### config.mk
export PLATFORM = sky130hd
export DESIGN_NAME = qrs_front
export DESIGN_NICKNAME = d
export VERILOG_FILES = /design/src/design/qrs_pkg.sv /design/src/design/qrs_front.sv
export SDC_FILE = /design/constraint.sdc
export NUM_CORES = 2
export LEC_CHECK = 0
export BUFFER_PORTS_ARGS = -buffer_cell sky130_fd_sc_hd__buf_2
export CORE_MARGIN = 2
export CORE_UTILIZATION = 66
export DETAILED_ROUTE_END_ITERATION = 10
export PLACE_DENSITY = 0.85
export SYNTH_ARGS = -nofsm -noshare
export SYNTH_HDL_FRONTEND = slang
export SYNTH_SLANG_ARGS = --single-unit
### constraint.sdc
create_clock -name clk -period 14.7 [get_ports clk]
set_clock_uncertainty 0.2 [all_clocks]
set_input_delay 0.735 -clock clk [delete_from_list [all_inputs] [get_ports clk]]
set_output_delay 0.735 -clock clk [all_outputs]
set_load 0.03 [all_outputs]
### src/design/qrs_pkg.sv
// ----------------------------------------------------------------------------
// qrs_pkg
// Types, widths and arithmetic steps shared by the quadratic root solver.
// ----------------------------------------------------------------------------
package qrs_pkg;

    // field widths
    localparam int COEF_W   = 16;
    localparam int ROOT_W   = 32;
    localparam int FRAC_OUT = 16;

    // internal widths
    localparam int PROD_W   = 2 * COEF_W;
    localparam int DISC_W   = 2 * COEF_W + 1;
    localparam int SQ_STEPS = (DISC_W + 2 * FRAC_OUT + 1) / 2;
    localparam int SQX_W    = 2 * SQ_STEPS;
    localparam int SQR_W    = SQ_STEPS + 2;
    localparam int NUM_W    = COEF_W + FRAC_OUT + 1;
    localparam int DEN_W    = COEF_W + 2;
    localparam int DM_W     = COEF_W + 1;
    localparam int NX_W     = SQ_STEPS + 2;
    localparam int NM_W     = NX_W - 1;

    // queue between front and back
    localparam int Q_DEPTH  = 4;
    localparam int Q_PTR_W  = $clog2(Q_DEPTH);
    localparam int Q_CNT_W  = Q_PTR_W + 1;

    // saturation limits
    localparam logic signed [ROOT_W-1:0] ROOT_MAX = {1'b0, {(ROOT_W-1){1'b1}}};
    localparam logic signed [ROOT_W-1:0] ROOT_MIN = {1'b1, {(ROOT_W-1){1'b0}}};

    typedef enum logic [2:0] {
        KIND_INF  = 3'd0,
        KIND_NONE = 3'd1,
        KIND_LIN  = 3'd2,
        KIND_DBL  = 3'd3,
        KIND_TWO  = 3'd4
    } kind_t;

    typedef struct packed {
        logic signed [COEF_W-1:0] coef_a;
        logic signed [COEF_W-1:0] coef_b;
        logic signed [COEF_W-1:0] coef_c;
    } coef_t;

    typedef struct packed {
        kind_t                    kind;
        logic signed [ROOT_W-1:0] root_one;
        logic signed [ROOT_W-1:0] root_two;
        logic                     overflow;
    } root_t;

    // classified item handed from front to back
    typedef struct packed {
        kind_t                   kind;
        logic signed [NUM_W-1:0] num;
        logic signed [DEN_W-1:0] den;
        logic [DISC_W-1:0]       disc;
    } job_t;

    // square root working state
    typedef struct packed {
        logic [SQX_W-1:0]    x;
        logic [SQR_W-1:0]    rem;
        logic [SQ_STEPS-1:0] root;
    } sq_t;

    // divider working state
    typedef struct packed {
        logic [DM_W-1:0] rem;
        logic [NM_W-1:0] nq;
    } dv_t;

    // one root bit: bring in two radicand bits, try the next bit
    function automatic sq_t sqrt_step(input sq_t s);
        sq_t              r;
        logic [SQR_W-1:0] cur;
        logic [SQR_W-1:0] trial;
        cur   = {s.rem[SQ_STEPS-1:0], s.x[SQX_W-1 -: 2]};
        trial = {s.root, 2'b01};
        r.x   = {s.x[SQX_W-3:0], 2'b00};
        if (cur >= trial)
        begin
            r.rem  = cur - trial;
            r.root = {s.root[SQ_STEPS-2:0], 1'b1};
        end
        else
        begin
            r.rem  = cur;
            r.root = {s.root[SQ_STEPS-2:0], 1'b0};
        end
        return r;
    endfunction

    // one quotient bit of a restoring division
    function automatic dv_t div_step(input dv_t s, input logic [DM_W-1:0] den);
        dv_t           r;
        logic [DM_W:0] cur;
        cur  = {s.rem, s.nq[NM_W-1]};
        r.nq = {s.nq[NM_W-2:0], 1'b0};
        if (cur >= {1'b0, den})
        begin
            cur     = cur - {1'b0, den};
            r.nq[0] = 1'b1;
        end
        r.rem = cur[DM_W-1:0];
        return r;
    endfunction

    // clamp a signed magnitude to the root range, overflow flag on top
    function automatic logic [ROOT_W:0] sat_root(input logic [NM_W-1:0] q, input logic neg);
        logic [NM_W-1:0]   max_pos;
        logic [ROOT_W-1:0] v;
        logic              ovf;
        max_pos = {{(NM_W-ROOT_W+1){1'b0}}, {(ROOT_W-1){1'b1}}};
        ovf     = 1'b0;
        if (neg)
        begin
            if (q > max_pos + NM_W'(1))
            begin
                ovf = 1'b1;
                v   = ROOT_MIN;
            end
            else
            begin
                v = ROOT_W'(0) - q[ROOT_W-1:0];
            end
        end
        else
        begin
            if (q > max_pos)
            begin
                ovf = 1'b1;
                v   = ROOT_MAX;
            end
            else
            begin
                v = q[ROOT_W-1:0];
            end
        end
        return {ovf, v};
    endfunction

endpackage

### src/design/qrs_front.sv
// ----------------------------------------------------------------------------
// qrs_front
// Takes coefficient transfers, forms the discriminant and classifies them.
// ----------------------------------------------------------------------------
module qrs_front
    import qrs_pkg::*;
(
    input  logic  clk,
    input  logic  rst_n,
    input  logic  coef_valid,
    output logic  coef_stall,
    input  coef_t coefs,
    input  logic  q_full,
    output logic  push,
    output job_t  job
);

    logic                     s1_valid_reg;
    coef_t                    s1_reg;
    logic                     s2_valid_reg;
    coef_t                    s2_reg;
    logic signed [PROD_W-1:0] bsq_reg;
    logic signed [PROD_W-1:0] ac_reg;
    logic signed [PROD_W-1:0] bsq_next;
    logic signed [PROD_W-1:0] ac_next;
    logic signed [DISC_W:0]   disc;
    logic signed [NUM_W-1:0]  ext_b;
    logic signed [NUM_W-1:0]  ext_c;
    logic                     fe_en;

    // front advances unless the last stage is blocked by a full queue
    assign fe_en      = !(s2_valid_reg && q_full);
    assign coef_stall = !fe_en;
    assign push       = fe_en && s2_valid_reg;

    // stage valids
    always_ff @(posedge clk or negedge rst_n)
    begin
        if (!rst_n)
        begin
            s1_valid_reg <= 1'b0;
            s2_valid_reg <= 1'b0;
        end
        else if (fe_en)
        begin
            s1_valid_reg <= coef_valid;
            s2_valid_reg <= s1_valid_reg;
        end
    end

    // products of the discriminant
    assign bsq_next = s1_reg.coef_b * s1_reg.coef_b;
    assign ac_next  = s1_reg.coef_a * s1_reg.coef_c;

    // stage payload
    always_ff @(posedge clk)
    begin
        if (fe_en)
        begin
            s1_reg  <= coefs;
            s2_reg  <= s1_reg;
            bsq_reg <= bsq_next;
            ac_reg  <= ac_next;
        end
    end

    // b*b - 4*a*c, exact
    assign disc = $signed({{2{bsq_reg[PROD_W-1]}}, bsq_reg})
                - $signed({ac_reg, 2'b00});

    // coefficients moved to the root scale
    assign ext_b = {s2_reg.coef_b[COEF_W-1], s2_reg.coef_b, {FRAC_OUT{1'b0}}};
    assign ext_c = {s2_reg.coef_c[COEF_W-1], s2_reg.coef_c, {FRAC_OUT{1'b0}}};

    // classification
    always_comb
    begin
        job = '0;
        priority if (s2_reg.coef_a == '0)
        begin
            if (s2_reg.coef_b == '0)
            begin
                job.kind = (s2_reg.coef_c == '0) ? KIND_INF : KIND_NONE;
            end
            else
            begin
                job.kind = KIND_LIN;
                job.num  = -ext_c;
                job.den  = {{2{s2_reg.coef_b[COEF_W-1]}}, s2_reg.coef_b};
            end
        end
        else if (disc < 0)
        begin
            job.kind = KIND_NONE;
        end
        else
        begin
            job.kind = (disc == '0) ? KIND_DBL : KIND_TWO;
            job.num  = -ext_b;
            job.den  = {s2_reg.coef_a[COEF_W-1], s2_reg.coef_a, 1'b0};
            job.disc = disc[DISC_W-1:0];
        end
    end

endmodule

==> results.cfg <==
[outcome]
run_status = finished, final reports clean

[finish]
fillerInstances = 3046
num-nets-final = 3581
final_layout_size_suffix_gt1_share_pct = 6.44
area.growth.synth_to_final_pct = 5.74
largest_register_ff_count = 48

[cts]
clkTransAtPathRegs_ns = 0.08
cts-resized-gates = 0
clock_tree_from_tritoncts = built
cts_root_buf = sky130_fd_sc_hd__clkbuf_16
cts_htree_levels = 4
clockBufferDepth = 2
clkLatencyLatePin_ns = 0.47
cts-buffers-inserted = 17
cts.sink_count = 160

[hold_path]
hold_class = in2reg

[global_routing]
grt_util_all_layers_pct = 34.1
pin_count_of_the_biggest_net_entering_global_routing = 78
wire_length_of_the_first_global_routing_pass_um = 109000
antenna_found_initial = 4
overflow = 0
number_of_global_route_vias_before_repair = 21600

[logic_synthesis]
synth_enable_flop_cells = 158
syn-instance-count = 2762
synth_seq_area_share_pct = 17.8
synth_top_area_cell = sky130_fd_sc_hd__fa_1
top_cells_by_area_synth = sky130_fd_sc_hd__fa_1, sky130_fd_sc_hd__edfxtp_1, sky130_fd_sc_hd__inv_1
synth_ff_type = sky130_fd_sc_hd__edfxtp_1
synthesis.area_mm2 = 0.0269
synthesis_warnings = 0
synth.avg_cell_area_um2 = 9.75
asyncSetResetFlopFracSynth_pct = 1.25
synth.distinct_cells = 79
netlist.area_leader.share_pct = 37.2
ys_seq_elements = 160

[routing]
finalWirelength_um = 66800
post-route-drc-count = 0
antenna_violating_nets_post_route = 0
first_pass_iters = 6
wl_per_cell_um = 19.8
detail_routed_via_count_per_cell = 5.81
first_iter_violations = 1355
num_vias = 19600

[timing]
grt_setup_unrepaired = false
timing.final.crit_share_pct = 52.4
timing.final.hold_violations = 0
finalWorstPathRequiredPeriod_ns = 7.71
fmax_mhz = 130
setup_viol_count_final = 0
max-slew-margin-rel_pct = 33.2
setup_total_negative_slack_ns = 0
report.final.slew_viol_count = 0
max_slew.worst_pin.slew_ns = 1.00

[critical_path]
crit_path_end_kind = flop
crit_required_ns = 14.68
critPathSlowestCell = sky130_fd_sc_hd__fa_1
crit_chain = nand2_1 > inv_1 > fa_1 > fa_1 > fa_1 > fa_1 > fa_1 > inv_1 > fa_1 > inv_1 > ha_1 > nand3_1 > nor3_1 > nand4_1 > nor3_1 > nor2_1 > a211oi_1 > mux2i_1 > o2111ai_1
crit_type = reg2reg
arrival_time_worst_endpoint_ns = 7.69
crit_path_start_kind = flop
critical-path-max-stage-delay_ns = 0.95
critical-path-top-cell-by-count = sky130_fd_sc_hd__fa_1
critical_path.max_fanout = 17

[placement]
portBuffers = 123
place_hpwl_um = 53700
weighted_congestion_at_the_end_of_routability_driven_global_placement = 0.940

[die]
design.core.area_mm2 = 0.0406
num_rows = 74
start_util_pct = 66.4
dieArea_mm2 = 0.0424
ios = 141
die_h_um = 206
die_width_um = 206

[run]
max_cap_violations = 0
## stage by stage
step | setup slack [ns] | cell area [um2] | cells | util, % | hold WS, ns
2_1_floorplan | 8.03 | 27000 | 2778 | - | 0.224
3_3_place_gp | 7.40 | 27900 | 3340 | 68.7 | 0.249
3_5_place_dp | 7.13 | 27900 | 3340 | 68.7 | 0.256
4_1_cts | 7.07 | 28500 | 3372 | 70.2 | 0.222
5_1_grt | 6.58 | 28500 | 3372 | 70.2 | 0.231
6_report | 6.99 | 28500 | 3373 | 70.2 | 0.237
## path summary, 6_finish.rpt
| check | startpoint | endpoint | slack (ns) | cells past startpoint |
|---|---|---|---|---|
| worst max-delay path | s1_reg[47] | ac_reg[30] | 6.99 | 19 |
| worst min-delay path | coefs[25] | s1_reg[25] | 0.24 | 1 |
| worst max register to register | s1_reg[47] | ac_reg[30] | 6.99 | 19 |
| worst min register to register | s1_valid_reg | s2_valid_reg | 0.28 | 1 |
| max in group asynchronous | rst_n | s1_valid_reg | 13.83 | 2 |
| min in group asynchronous | rst_n | s2_valid_reg | 0.38 | 2 |
## synthesized netlist by cell type, drive strengths merged (9+ instances only)
cell	number
o22ai	15
nand3	32
nand4	15
a21oi	80
a22o	17
o21bai	10
inv	668
edfxtp	158
and2	175
nand2b	19
nor4	10
nor2b	15
clkbuf	68
a211oi	13
fa	501
o21ai	39
and3	15
a21o	32
nand2	246
or3	11
nor2	129
ha	200
a31oi	9
xor2	36
nor3	29
xnor2	84
buf	30
## worst max-delay path, delay by kind of cell, from the launching register on
kind / cells / cell delay [ns]
AOI/OAI and AO/OA: 2 / 0.62
buffers and inverters: 3 / 0.27
DFF: 1 / 0.89
adders and majority gates: 7 / 3.93
muxes: 1 / 0.25
and+or+nand+nor: 6 / 1.25
## routing by layer
metal / up-vias / global-route usage (%) / wire [um]
met5: - / 0 / 0
met4: 0 / 16.3 / 3300
met3: 195 / 6.50 / 5960
met2: 856 / 56.4 / 32500
met1: 9863 / 43.7 / 25100
li1: 8675 / - / -
## area by class of cell
cell class | instances | area [um2] | share of cell area (%)
Multi-Input combinational cell | 1852 | 19300 | 67.6
Sequential cell | 160 | 4790 | 16.8
Inverter | 668 | 2510 | 8.80
Tap cell | 532 | 666 | 2.34
Timing Repair Buffer | 129 | 663 | 2.33
Clock buffer | 17 | 425 | 1.49
Clock inverter | 14 | 168 | 0.589
Antenna cell | 1 | 2.50 | 0.00879
## cell families after synthesis
group | count (synthesis) | share of synthesized area [%]
adder cells (fa/ha/maj) | 701 | 46.5
buffers and inverters | 766 | 11.0
AND/OR/NAND/NOR | 728 | 13.5
other | 1 | 0.0139
AO/OA/AOI/OAI | 282 | 7.13
XOR/XNOR | 120 | 3.93
multiplexers | 4 | 0.158
flip-flops | 160 | 17.8
## placed cells by master (no fill, tap or decap), types with 29 or more instances in the layout
cell / n
sky130_fd_sc_hd__nand3_1: 32
sky130_fd_sc_hd__a21oi_1: 80
sky130_fd_sc_hd__o21ai_0: 31
sky130_fd_sc_hd__fa_1: 501
sky130_fd_sc_hd__a21o_1: 32
sky130_fd_sc_hd__buf_2: 123
sky130_fd_sc_hd__ha_1: 200
sky130_fd_sc_hd__nor3_1: 29
sky130_fd_sc_hd__nand2_1: 244
sky130_fd_sc_hd__xor2_1: 36
sky130_fd_sc_hd__nor2_1: 129
sky130_fd_sc_hd__xnor2_1: 83
sky130_fd_sc_hd__and2_1: 175
sky130_fd_sc_hd__edfxtp_1: 158
sky130_fd_sc_hd__inv_1: 668
## timing repair
action                    4_1_cts  5_1_grt
hold endpoints to repair        2        0
buffers inserted                0        0
hold buffers                    1        0
Power is left out: the tool's default activity adds up to more than one toggle a clock period on the data nets, which glitch-free logic cannot reach.
