## src/design/qrs_pkg.sv

```systemverilog
// ----------------------------------------------------------------------------
// qrs_pkg
// Types, widths and arithmetic steps shared by the quadratic root solver.
// ----------------------------------------------------------------------------
package qrs_pkg;

    // field widths
    localparam int COEF_W   = 16;
    localparam int ROOT_W   = 32;
    localparam int FRAC_OUT = 16;

    // internal widths
    localparam int PROD_W   = 2 * COEF_W;
    localparam int DISC_W   = 2 * COEF_W + 1;
    localparam int SQ_STEPS = (DISC_W + 2 * FRAC_OUT + 1) / 2;
    localparam int SQX_W    = 2 * SQ_STEPS;
    localparam int SQR_W    = SQ_STEPS + 2;
    localparam int NUM_W    = COEF_W + FRAC_OUT + 1;
    localparam int DEN_W    = COEF_W + 2;
    localparam int DM_W     = COEF_W + 1;
    localparam int NX_W     = SQ_STEPS + 2;
    localparam int NM_W     = NX_W - 1;

    // queue between front and back
    localparam int Q_DEPTH  = 4;
    localparam int Q_PTR_W  = $clog2(Q_DEPTH);
    localparam int Q_CNT_W  = Q_PTR_W + 1;

    // saturation limits
    localparam logic signed [ROOT_W-1:0] ROOT_MAX = {1'b0, {(ROOT_W-1){1'b1}}};
    localparam logic signed [ROOT_W-1:0] ROOT_MIN = {1'b1, {(ROOT_W-1){1'b0}}};

    typedef enum logic [2:0] {
        KIND_INF  = 3'd0,
        KIND_NONE = 3'd1,
        KIND_LIN  = 3'd2,
        KIND_DBL  = 3'd3,
        KIND_TWO  = 3'd4
    } kind_t;

    typedef struct packed {
        logic signed [COEF_W-1:0] coef_a;
        logic signed [COEF_W-1:0] coef_b;
        logic signed [COEF_W-1:0] coef_c;
    } coef_t;

    typedef struct packed {
        kind_t                    kind;
        logic signed [ROOT_W-1:0] root_one;
        logic signed [ROOT_W-1:0] root_two;
        logic                     overflow;
    } root_t;

    // classified item handed from front to back
    typedef struct packed {
        kind_t                   kind;
        logic signed [NUM_W-1:0] num;
        logic signed [DEN_W-1:0] den;
        logic [DISC_W-1:0]       disc;
    } job_t;

    // square root working state
    typedef struct packed {
        logic [SQX_W-1:0]    x;
        logic [SQR_W-1:0]    rem;
        logic [SQ_STEPS-1:0] root;
    } sq_t;

    // divider working state
    typedef struct packed {
        logic [DM_W-1:0] rem;
        logic [NM_W-1:0] nq;
    } dv_t;

    // one root bit: bring in two radicand bits, try the next bit
    function automatic sq_t sqrt_step(input sq_t s);
        sq_t              r;
        logic [SQR_W-1:0] cur;
        logic [SQR_W-1:0] trial;
        cur   = {s.rem[SQ_STEPS-1:0], s.x[SQX_W-1 -: 2]};
        trial = {s.root, 2'b01};
        r.x   = {s.x[SQX_W-3:0], 2'b00};
        if (cur >= trial)
        begin
            r.rem  = cur - trial;
            r.root = {s.root[SQ_STEPS-2:0], 1'b1};
        end
        else
        begin
            r.rem  = cur;
            r.root = {s.root[SQ_STEPS-2:0], 1'b0};
        end
        return r;
    endfunction

    // one quotient bit of a restoring division
    function automatic dv_t div_step(input dv_t s, input logic [DM_W-1:0] den);
        dv_t           r;
        logic [DM_W:0] cur;
        cur  = {s.rem, s.nq[NM_W-1]};
        r.nq = {s.nq[NM_W-2:0], 1'b0};
        if (cur >= {1'b0, den})
        begin
            cur     = cur - {1'b0, den};
            r.nq[0] = 1'b1;
        end
        r.rem = cur[DM_W-1:0];
        return r;
    endfunction

    // clamp a signed magnitude to the root range, overflow flag on top
    function automatic logic [ROOT_W:0] sat_root(input logic [NM_W-1:0] q, input logic neg);
        logic [NM_W-1:0]   max_pos;
        logic [ROOT_W-1:0] v;
        logic              ovf;
        max_pos = {{(NM_W-ROOT_W+1){1'b0}}, {(ROOT_W-1){1'b1}}};
        ovf     = 1'b0;
        if (neg)
        begin
            if (q > max_pos + NM_W'(1))
            begin
                ovf = 1'b1;
                v   = ROOT_MIN;
            end
            else
            begin
                v = ROOT_W'(0) - q[ROOT_W-1:0];
            end
        end
        else
        begin
            if (q > max_pos)
            begin
                ovf = 1'b1;
                v   = ROOT_MAX;
            end
            else
            begin
                v = q[ROOT_W-1:0];
            end
        end
        return {ovf, v};
    endfunction

endpackage

```

## src/design/qrs_queue.sv

```systemverilog
// ----------------------------------------------------------------------------
// qrs_queue
// Small first-in first-out queue of classified items between front and back.
// ----------------------------------------------------------------------------
module qrs_queue
    import qrs_pkg::*;
(
    input  logic clk,
    input  logic rst_n,
    input  logic push,
    input  job_t wdata,
    output logic full,
    input  logic pop,
    output logic nempty,
    output job_t rdata
);

    job_t                 mem_reg [0:Q_DEPTH-1];
    logic [Q_PTR_W-1:0]   wr_ptr_reg;
    logic [Q_PTR_W-1:0]   rd_ptr_reg;
    logic [Q_CNT_W-1:0]   cnt_reg;
    logic [Q_CNT_W-1:0]   cnt_next;

    assign full     = (cnt_reg == Q_CNT_W'(Q_DEPTH));
    assign nempty   = (cnt_reg != '0);
    assign rdata    = mem_reg[rd_ptr_reg];
    assign cnt_next = cnt_reg + Q_CNT_W'(push) - Q_CNT_W'(pop);

    // pointers and fill count
    always_ff @(posedge clk or negedge rst_n)
    begin
        if (!rst_n)
        begin
            wr_ptr_reg <= '0;
            rd_ptr_reg <= '0;
            cnt_reg    <= '0;
        end
        else
        begin
            if (push)
            begin
                wr_ptr_reg <= wr_ptr_reg + Q_PTR_W'(1);
            end
            if (pop)
            begin
                rd_ptr_reg <= rd_ptr_reg + Q_PTR_W'(1);
            end
            cnt_reg <= cnt_next;
        end
    end

    // entry storage
    always_ff @(posedge clk)
    begin
        if (push)
        begin
            mem_reg[wr_ptr_reg] <= wdata;
        end
    end

endmodule

```

## config.mk

```make
export PLATFORM = sky130hd
export DESIGN_NAME = qrs_queue
export DESIGN_NICKNAME = d
export VERILOG_FILES = /design/src/design/qrs_pkg.sv /design/src/design/qrs_queue.sv
export SDC_FILE = /design/constraint.sdc
export NUM_CORES = 1
export LEC_CHECK = 0
export CORE_ASPECT_RATIO = 0.75
export CORE_MARGIN = 8
export CORE_UTILIZATION = 60
export CTS_CLUSTER_SIZE = 24
export DETAILED_ROUTE_END_ITERATION = 8
export DONT_BUFFER_PORTS = 1
export GPL_TIMING_DRIVEN = 0
export PLACE_DENSITY = 0.79
export SLEW_MARGIN = 20
export SYNTH_ARGS = -nofsm -noshare
export SYNTH_HDL_FRONTEND = slang
export SYNTH_SLANG_ARGS = --single-unit
```

## constraint.sdc

```tcl
create_clock -name clk -period 3.5 [get_ports clk]
set_input_delay 0.525 -clock clk [delete_from_list [all_inputs] [get_ports clk]]
set_output_delay 0.525 -clock clk [all_outputs]
set_load 0.02 [all_outputs]
```

==> key figures, run 1 <==
Pwr
  • Reg power frac: 0.439
  • Lkg Pwr: 4.639 nW
  • Clk network pwr share: 0.270
  • Overall Power: 13.09 mW
  • PwrDens: 898.9 nW/um^2
  • Sw Share: 0.3119
  • Max VDD drop: 0.0004833 V
  • NetSw: 4.082 mW
  • Int Power: 9.006 mW
  • Combinational share of power: 0.291

Setup path
  • WP data required: 2.97 ns
  • R2R Setup Slk: 1.53 ns
  • R2R cell count: 5
  • CP Data Arrival Time: 2.13 ns
  • Crit path capture type: output pin
  • Crit Path Class: reg -> out
  • Reg2reg start: wr_ptr_reg[0]
  • Startpoint types: flip-flop
  • Worst-path maximum fanout: 10
  • FF-to-FF End: mem_reg[2][28]
  • Setup crit start: rd_ptr_reg[1]

Placement
  • Post-Place Worst Slack: 1.325 ns
  • Hpwl dp: 15510 microns
  • Final GP Congestion: 0.7164
  • # port buffers: 0

Synth
  • Simple-Gate Fraction of Synth Area: 0.003483
  • Seq/Total Area, Yosys: 0.8215
  • Cell taking the most area after synthesis: edfxtp_1
  • Post-Synthesis Net Count: 587
  • Top post-synthesis cells by count: 348 x edfxtp_1, 87 x mux4_2, 7 x buf_2, 7 x dfrtp_1
  • Compound-Gate Fraction of Synth Area: 0.0003870
  • Prevailing post-synth register cell: edfxtp_1
  • Synthesized area: 12930 sq um
  • Top-area cell type share of the netlist area: 0.8080
  • Ys async rst share: 0.01972
  • Netlist cell types: 19
  • Syn avg cell area: 26.45 sq um
  • Number of synthesized flops with an enable pin: 348
  • Main combinational cell family by area after synthesis: multiplexers
  • Post-synthesis mux area share: 0.1515
  • Mapped Cells: 489
  • Adder-cell share of the synthesized area: 0.007352
  • Warnings from Yosys: 0
  • Most frequent cell after synthesis: edfxtp_1
  • Area contributors post-synth: edfxtp_1 81%, mux4_2 15%, dfrtp_1 1.4%
  • Yosys reg bits: 355
  • Synth Area in XOR/XNOR: 0.003386

STA
  • Worst hold margin: 0.1179 ns
  • Final worst-path cycle share: 0.7592
  • Final hold violation count: 0
  • Final setup margin: 0.8429 ns
  • Fin crit period: 2.657 ns
  • RSZ-0062 raised after global routing: false
  • Fmax achieved: 376.3 MHz
  • Worst clock skew: 0.01234 ns
  • Slew headroom: 0.5231
  • Worst-margin pin slew: 0.7154 ns
  • Setup TNS Final: 0 ns
  • Count of final max-slew check failures: 0
  • Final Setup Violations: 0

Clocking
  • Post-CTS Resized: 0
  • Hold_buf cts: 1
  • H-tree depth: 2
  • CTS clk-pin slew, worst paths: 0.07 ns
  • Num CTS Buffers: 34
  • Post-CTS Setup Bufs: 0
  • Clock root cell: clkbuf_16
  • Clock Sinks: 355
  • CTS tree: yes
  • Largest buffer count on any clock path: 3
  • Skew-Pair Late Insertion Delay: 0.50 ns

Floorplan
  • Initial Util: 0.6123
  • IO Count: 180
  • Core area: 21120 sq um
  • Die area: 26560 sq um
  • Rows: 46
  • DIE WIDTH: 185.5 microns
  • Die Y-Extent: 143.2 microns

Detailed routing
  • Routed WL: 23850 microns
  • DRT antenna net count: 0
  • 1st-iter DRT viols: 415
  • Detailed-route via count: 5212
  • First-pass DRT Iterations: 6
  • Per-cell routed wire length: 28.16 microns
  • Vias per cell: 6.153
  • DRC viols: 0

Global routing
  • Antenna violations before repair: 0
  • Tot GR Track Use: 0.1812
  • Vias in the first global route: 5601
  • Total gr overflow: 0
  • Pin count of the biggest net entering global routing: 39
  • First-pass GRT wire length: 35300 microns

Cells and area
  • Final Util: 0.6893
  • Nets: 632
  • Area growth syn-to-layout: 12.58%
  • Footprint of the multi-input gates: 2158 sq um
  • Largest register FFs: 348
  • Fillers: 1217
  • Sequential cell area: 10630 sq um
  • Layout cell share with drive strength beyond 1: 0.2862
  • Diode count: 0

Flow run
  • Max-Cap Viols: 0

Outcome
  • Outcome: complete, no violations

Worst hold path
  • HP Class: in -> reg
  • Hold path depth: 0
  • Hold endpoint: mem_reg[3][71]
  • Min-delay src: wdata[71]
[through the flow]
stage / cells / instance area [sq um]
after floorplan: 489 / 12930
after global placement: 777 / 13290
after detailed placement: 785 / 13460
after CTS: 847 / 14560
after global routing: 847 / 14560
final: 847 / 14560
[placed cells by master, fill, tap and decap left out]
cell | netlist | routed
edfxtp_1 | 348 | 348
mux4_2 | 87 | 87
clkbuf_16 | 0 | 37
clkbuf_1 | 5 | 13
buf_12 | 1 | 9
buf_2 | 7 | 7
clkinv_1 | 0 | 7
dfrtp_1 | 7 | 7
inv_1 | 6 | 6
ha_1 | 6 | 6
buf_4 | 5 | 5
and2_4 | 0 | 4
clkinv_2 | 0 | 4
xor2_1 | 3 | 3
xnor2_1 | 2 | 2
nand2_1 | 2 | 2
bufinv_16 | 0 | 2
clkinvlp_4 | 0 | 2
buf_6 | 1 | 1
buf_8 | 1 | 1
or3_1 | 1 | 1
and3_1 | 1 | 1
o21ai_0 | 1 | 1
fa_1 | 1 | 1
clkinv_4 | 0 | 1
dlygate4sd3_1 | 0 | 1
[logic make-up after synthesis]
kind of cell             after synthesis
AO/OA/AOI/OAI                          1
buffers and inverters                 26
multiplexers                          87
XOR/XNOR                               5
AND/OR/NAND/NOR                        8
adder cells (fa/ha/maj)                7
flip-flops                           355
[critical path, cell delays in order, from the launching register on]
cell and delay (ns):
dfrtp_1 0.32, buf_2 0.21, buf_2 0.33, buf_2 0.33, mux4_2 0.45
[cell type report]
class                      count  area share
timing repair buffer           9     0.01169
clock inverter                16    0.008937
buffer                        20    0.009453
tap                          288     0.02475
sequential                   355      0.7297
inverter                       6    0.001547
clock buffer                  45     0.06565
multi-input combinational    108      0.1482
[layer usage]
layer | vias to the layer above | share of wire | global-route usage
li1 | 2180 | - | -
met1 | 2764 | 0.38 | 0.2300
met2 | 233 | 0.48 | 0.2846
met3 | 35 | 0.12 | 0.07972
met4 | 0 | 0.018 | 0.04794
met5 | - | 0 | 0
[how the worst max path moves through the flow]
| stage | end | slack (ns) | cells past startpoint |
|---|---|---|---|
| global route | rdata[70] | 0.70 | 4 |
| CTS | rdata[46] | 0.79 | 3 |
| global placement | mem_reg[2][48] | -0.92 | 3 |
| finish | rdata[70] | 0.84 | 4 |
| floorplan | mem_reg[2][0] | 0.41 | 3 |
| detailed placement | rdata[46] | 1.32 | 3 |
[power groups by stage]
stage	sequential (mW)	combinational (mW)	clock (mW)
floorplan	5.82	3.01	0
global placement	5.89	3.70	0
detailed placement	5.83	3.91	0
CTS	5.75	3.92	3.61
global route	5.80	4.06	3.76
finish	5.74	3.81	3.53
(Power assumes the default switching activity.)
==> run 2: changes to the inputs <==
==> constraint.sdc (replaced) <==
create_clock -name clk -period 2.7 [get_ports clk]
set_input_delay 0.405 -clock clk [delete_from_list [all_inputs] [get_ports clk]]
set_output_delay 0.405 -clock clk [all_outputs]
set_load 0.02 [all_outputs]
==> key figures, run 2 (synthesis results as in run 1) <==
Floorplan
  • Initial Util: 0.6123
  • Die area: 26560 sq um
  • Die Y-Extent: 143.2 microns
  • IO Count: 180
  • Rows: 46
  • DIE WIDTH: 185.5 microns
  • Core area: 21120 sq um

Placement
  • Hpwl dp: 14600 microns
  • Placed cells: 781
  • Final GP Congestion: 0.6900
  • # port buffers: 0
  • DP Area: 13410 sq um

STA
  • Worst-margin pin slew: 0.7364 ns
  • Fmax achieved: 389.8 MHz
  • Slew headroom: 0.5091
  • Worst hold margin: 0.02440 ns
  • Fin crit period: 2.565 ns
  • Worst clock skew: 0.008939 ns
  • Final hold violation count: 0
  • Count of final max-slew check failures: 0
  • Final Setup Violations: 0
  • Final worst-path cycle share: 0.9500
  • RSZ-0062 raised after global routing: false

Global routing
  • Antenna violations before repair: 1
  • Pin count of the biggest net entering global routing: 49
  • Total gr overflow: 0
  • Tot GR Track Use: 0.1902
  • Vias in the first global route: 6012
  • First-pass GRT wire length: 37200 microns

Pwr
  • Overall Power: 17.04 mW
  • Max VDD drop: 0.0008878 V
  • PwrDens: 1108 nW/um^2
  • Lkg Pwr: 4.978 nW

Detailed routing
  • 1st-iter DRT viols: 422
  • Per-cell routed wire length: 26.95 microns
  • DRC viols: 0
  • Vias per cell: 5.991
  • DRT antenna net count: 0
  • Detailed-route via count: 5560
  • First-pass DRT Iterations: 4
  • Routed WL: 25010 microns

Flow run
  • Max-Cap Viols: 0

Setup path
  • Worst-path maximum fanout: 10
  • Crit Path Class: reg -> out
  • Crit path capture type: output pin
  • R2R cell count: 4
  • Startpoint types: flip-flop
  • Slowest CP cell: clkbuf_1
  • Crit path cell chain: buf_2 > clkbuf_1 > mux4_2
  • CP peak stage delay: 0.60 ns
  • FF-to-FF End: mem_reg[2][45]
  • R2R Setup Slk: 0.76 ns
  • CP Data Arrival Time: 2.16 ns
  • Reg2reg start: wr_ptr_reg[0]
  • WP data required: 2.30 ns

Clocking
  • Clock Sinks: 355
  • Clock root cell: clkbuf_16
  • Num CTS Buffers: 34
  • Skew-Pair Late Insertion Delay: 0.50 ns
  • Post-CTS Setup Bufs: 0
  • CTS tree: yes
  • Largest buffer count on any clock path: 3
  • H-tree depth: 2
  • CTS clk-pin slew, worst paths: 0.06 ns

Worst hold path
  • Hold path depth: 1
  • Min-delay src: push
  • HP Class: in -> reg
  • Hold endpoint: wr_ptr_reg[1]

Cells and area
  • Layout cell share with drive strength beyond 1: 0.2363
  • Final Util: 0.7276
  • Area growth syn-to-layout: 18.83%
  • Fillers: 1166
  • Most frequent cells in the layout: 348 x edfxtp_1, 90 x dlygate4sd3_1, 87 x mux4_2
  • Most common cell after layout, fill and taps aside: edfxtp_1
  • Non-filler cells in the finished layout: 928
  • Largest register FFs: 348
  • Nets: 717
  • Design area: 15370 sq um

Outcome
  • Outcome: complete, no violations
==> run 2: cell count changes in the layout (fill, tap and decap cells not counted), sizes merged <==
cell and delta:
buf -4, clkinv -3, clkinvlp -2, diode +1, dlygate4sd3 +89
==> run 2: report_power, final <==
group	switching, mW	internal, mW	total [mW]
combinational	3.24	1.84	5.08
clock	1.83	2.66	4.49
sequential	0.253	7.21	7.46
total	5.32	11.7	17.0
==> run 2: critical path: cells and delay by family (launching register included) <==
kind / cells / cell delay [ns]
flip-flops: 1 / 0.32
multiplexers: 1 / 0.52
buffers and inverters: 2 / 0.82
==> run 2: area by class of cell <==
cell class / count / area (sq um) / share of cell area
inverters: 6 / 22.52 / 0.001465
clock inverters: 11 / 96.34 / 0.006268
flip-flops and latches: 355 / 10630 / 0.6913
clock buffers: 45 / 955.9 / 0.06219
repair buffers: 94 / 1011 / 0.06578
plain buffers: 20 / 137.6 / 0.008955
multi-input cells: 108 / 2158 / 0.1404
well taps: 288 / 360.3 / 0.02345
diodes: 1 / 2.502 / 0.0001628
==> run 2: routing by layer <==
metal  track usage  wire (microns)  up-vias
li1              -               -     2361
met1        0.2412            9464     2916
met2        0.3136           12520      248
met3       0.06728            2657       35
met4       0.04585             368        0
met5             0               0        -
==> run 2: how the worst max path moves through the flow <==
stage | startpoint | endpoint
after floorplan | wr_ptr_reg[0] | mem_reg[2][0]
after global placement | wr_ptr_reg[0] | mem_reg[0][52]
after detailed placement | rd_ptr_reg[1] | rdata[46]
after CTS | rd_ptr_reg[1] | rdata[46]
after global routing | rd_ptr_reg[1] | rdata[46]
final | rd_ptr_reg[1] | rdata[38]
==> run 2: per-stage QoR <==
| step | setup slack [ns] | setup TNS, ns |
|---|---|---|
| floorplan | 0.5652 | 0 |
| global placement | -0.1738 | -47.29 |
| detailed placement | 0.6169 | 0 |
| CTS | 0.08585 | 0 |
| global route | 0.002009 | 0 |
| finish | 0.1349 | 0 |
==> run 2: timing repair <==
action	4_1_cts	5_1_grt
hold endpoints to repair	357	0
hold buffers	90	0
gates resized for setup	0	0
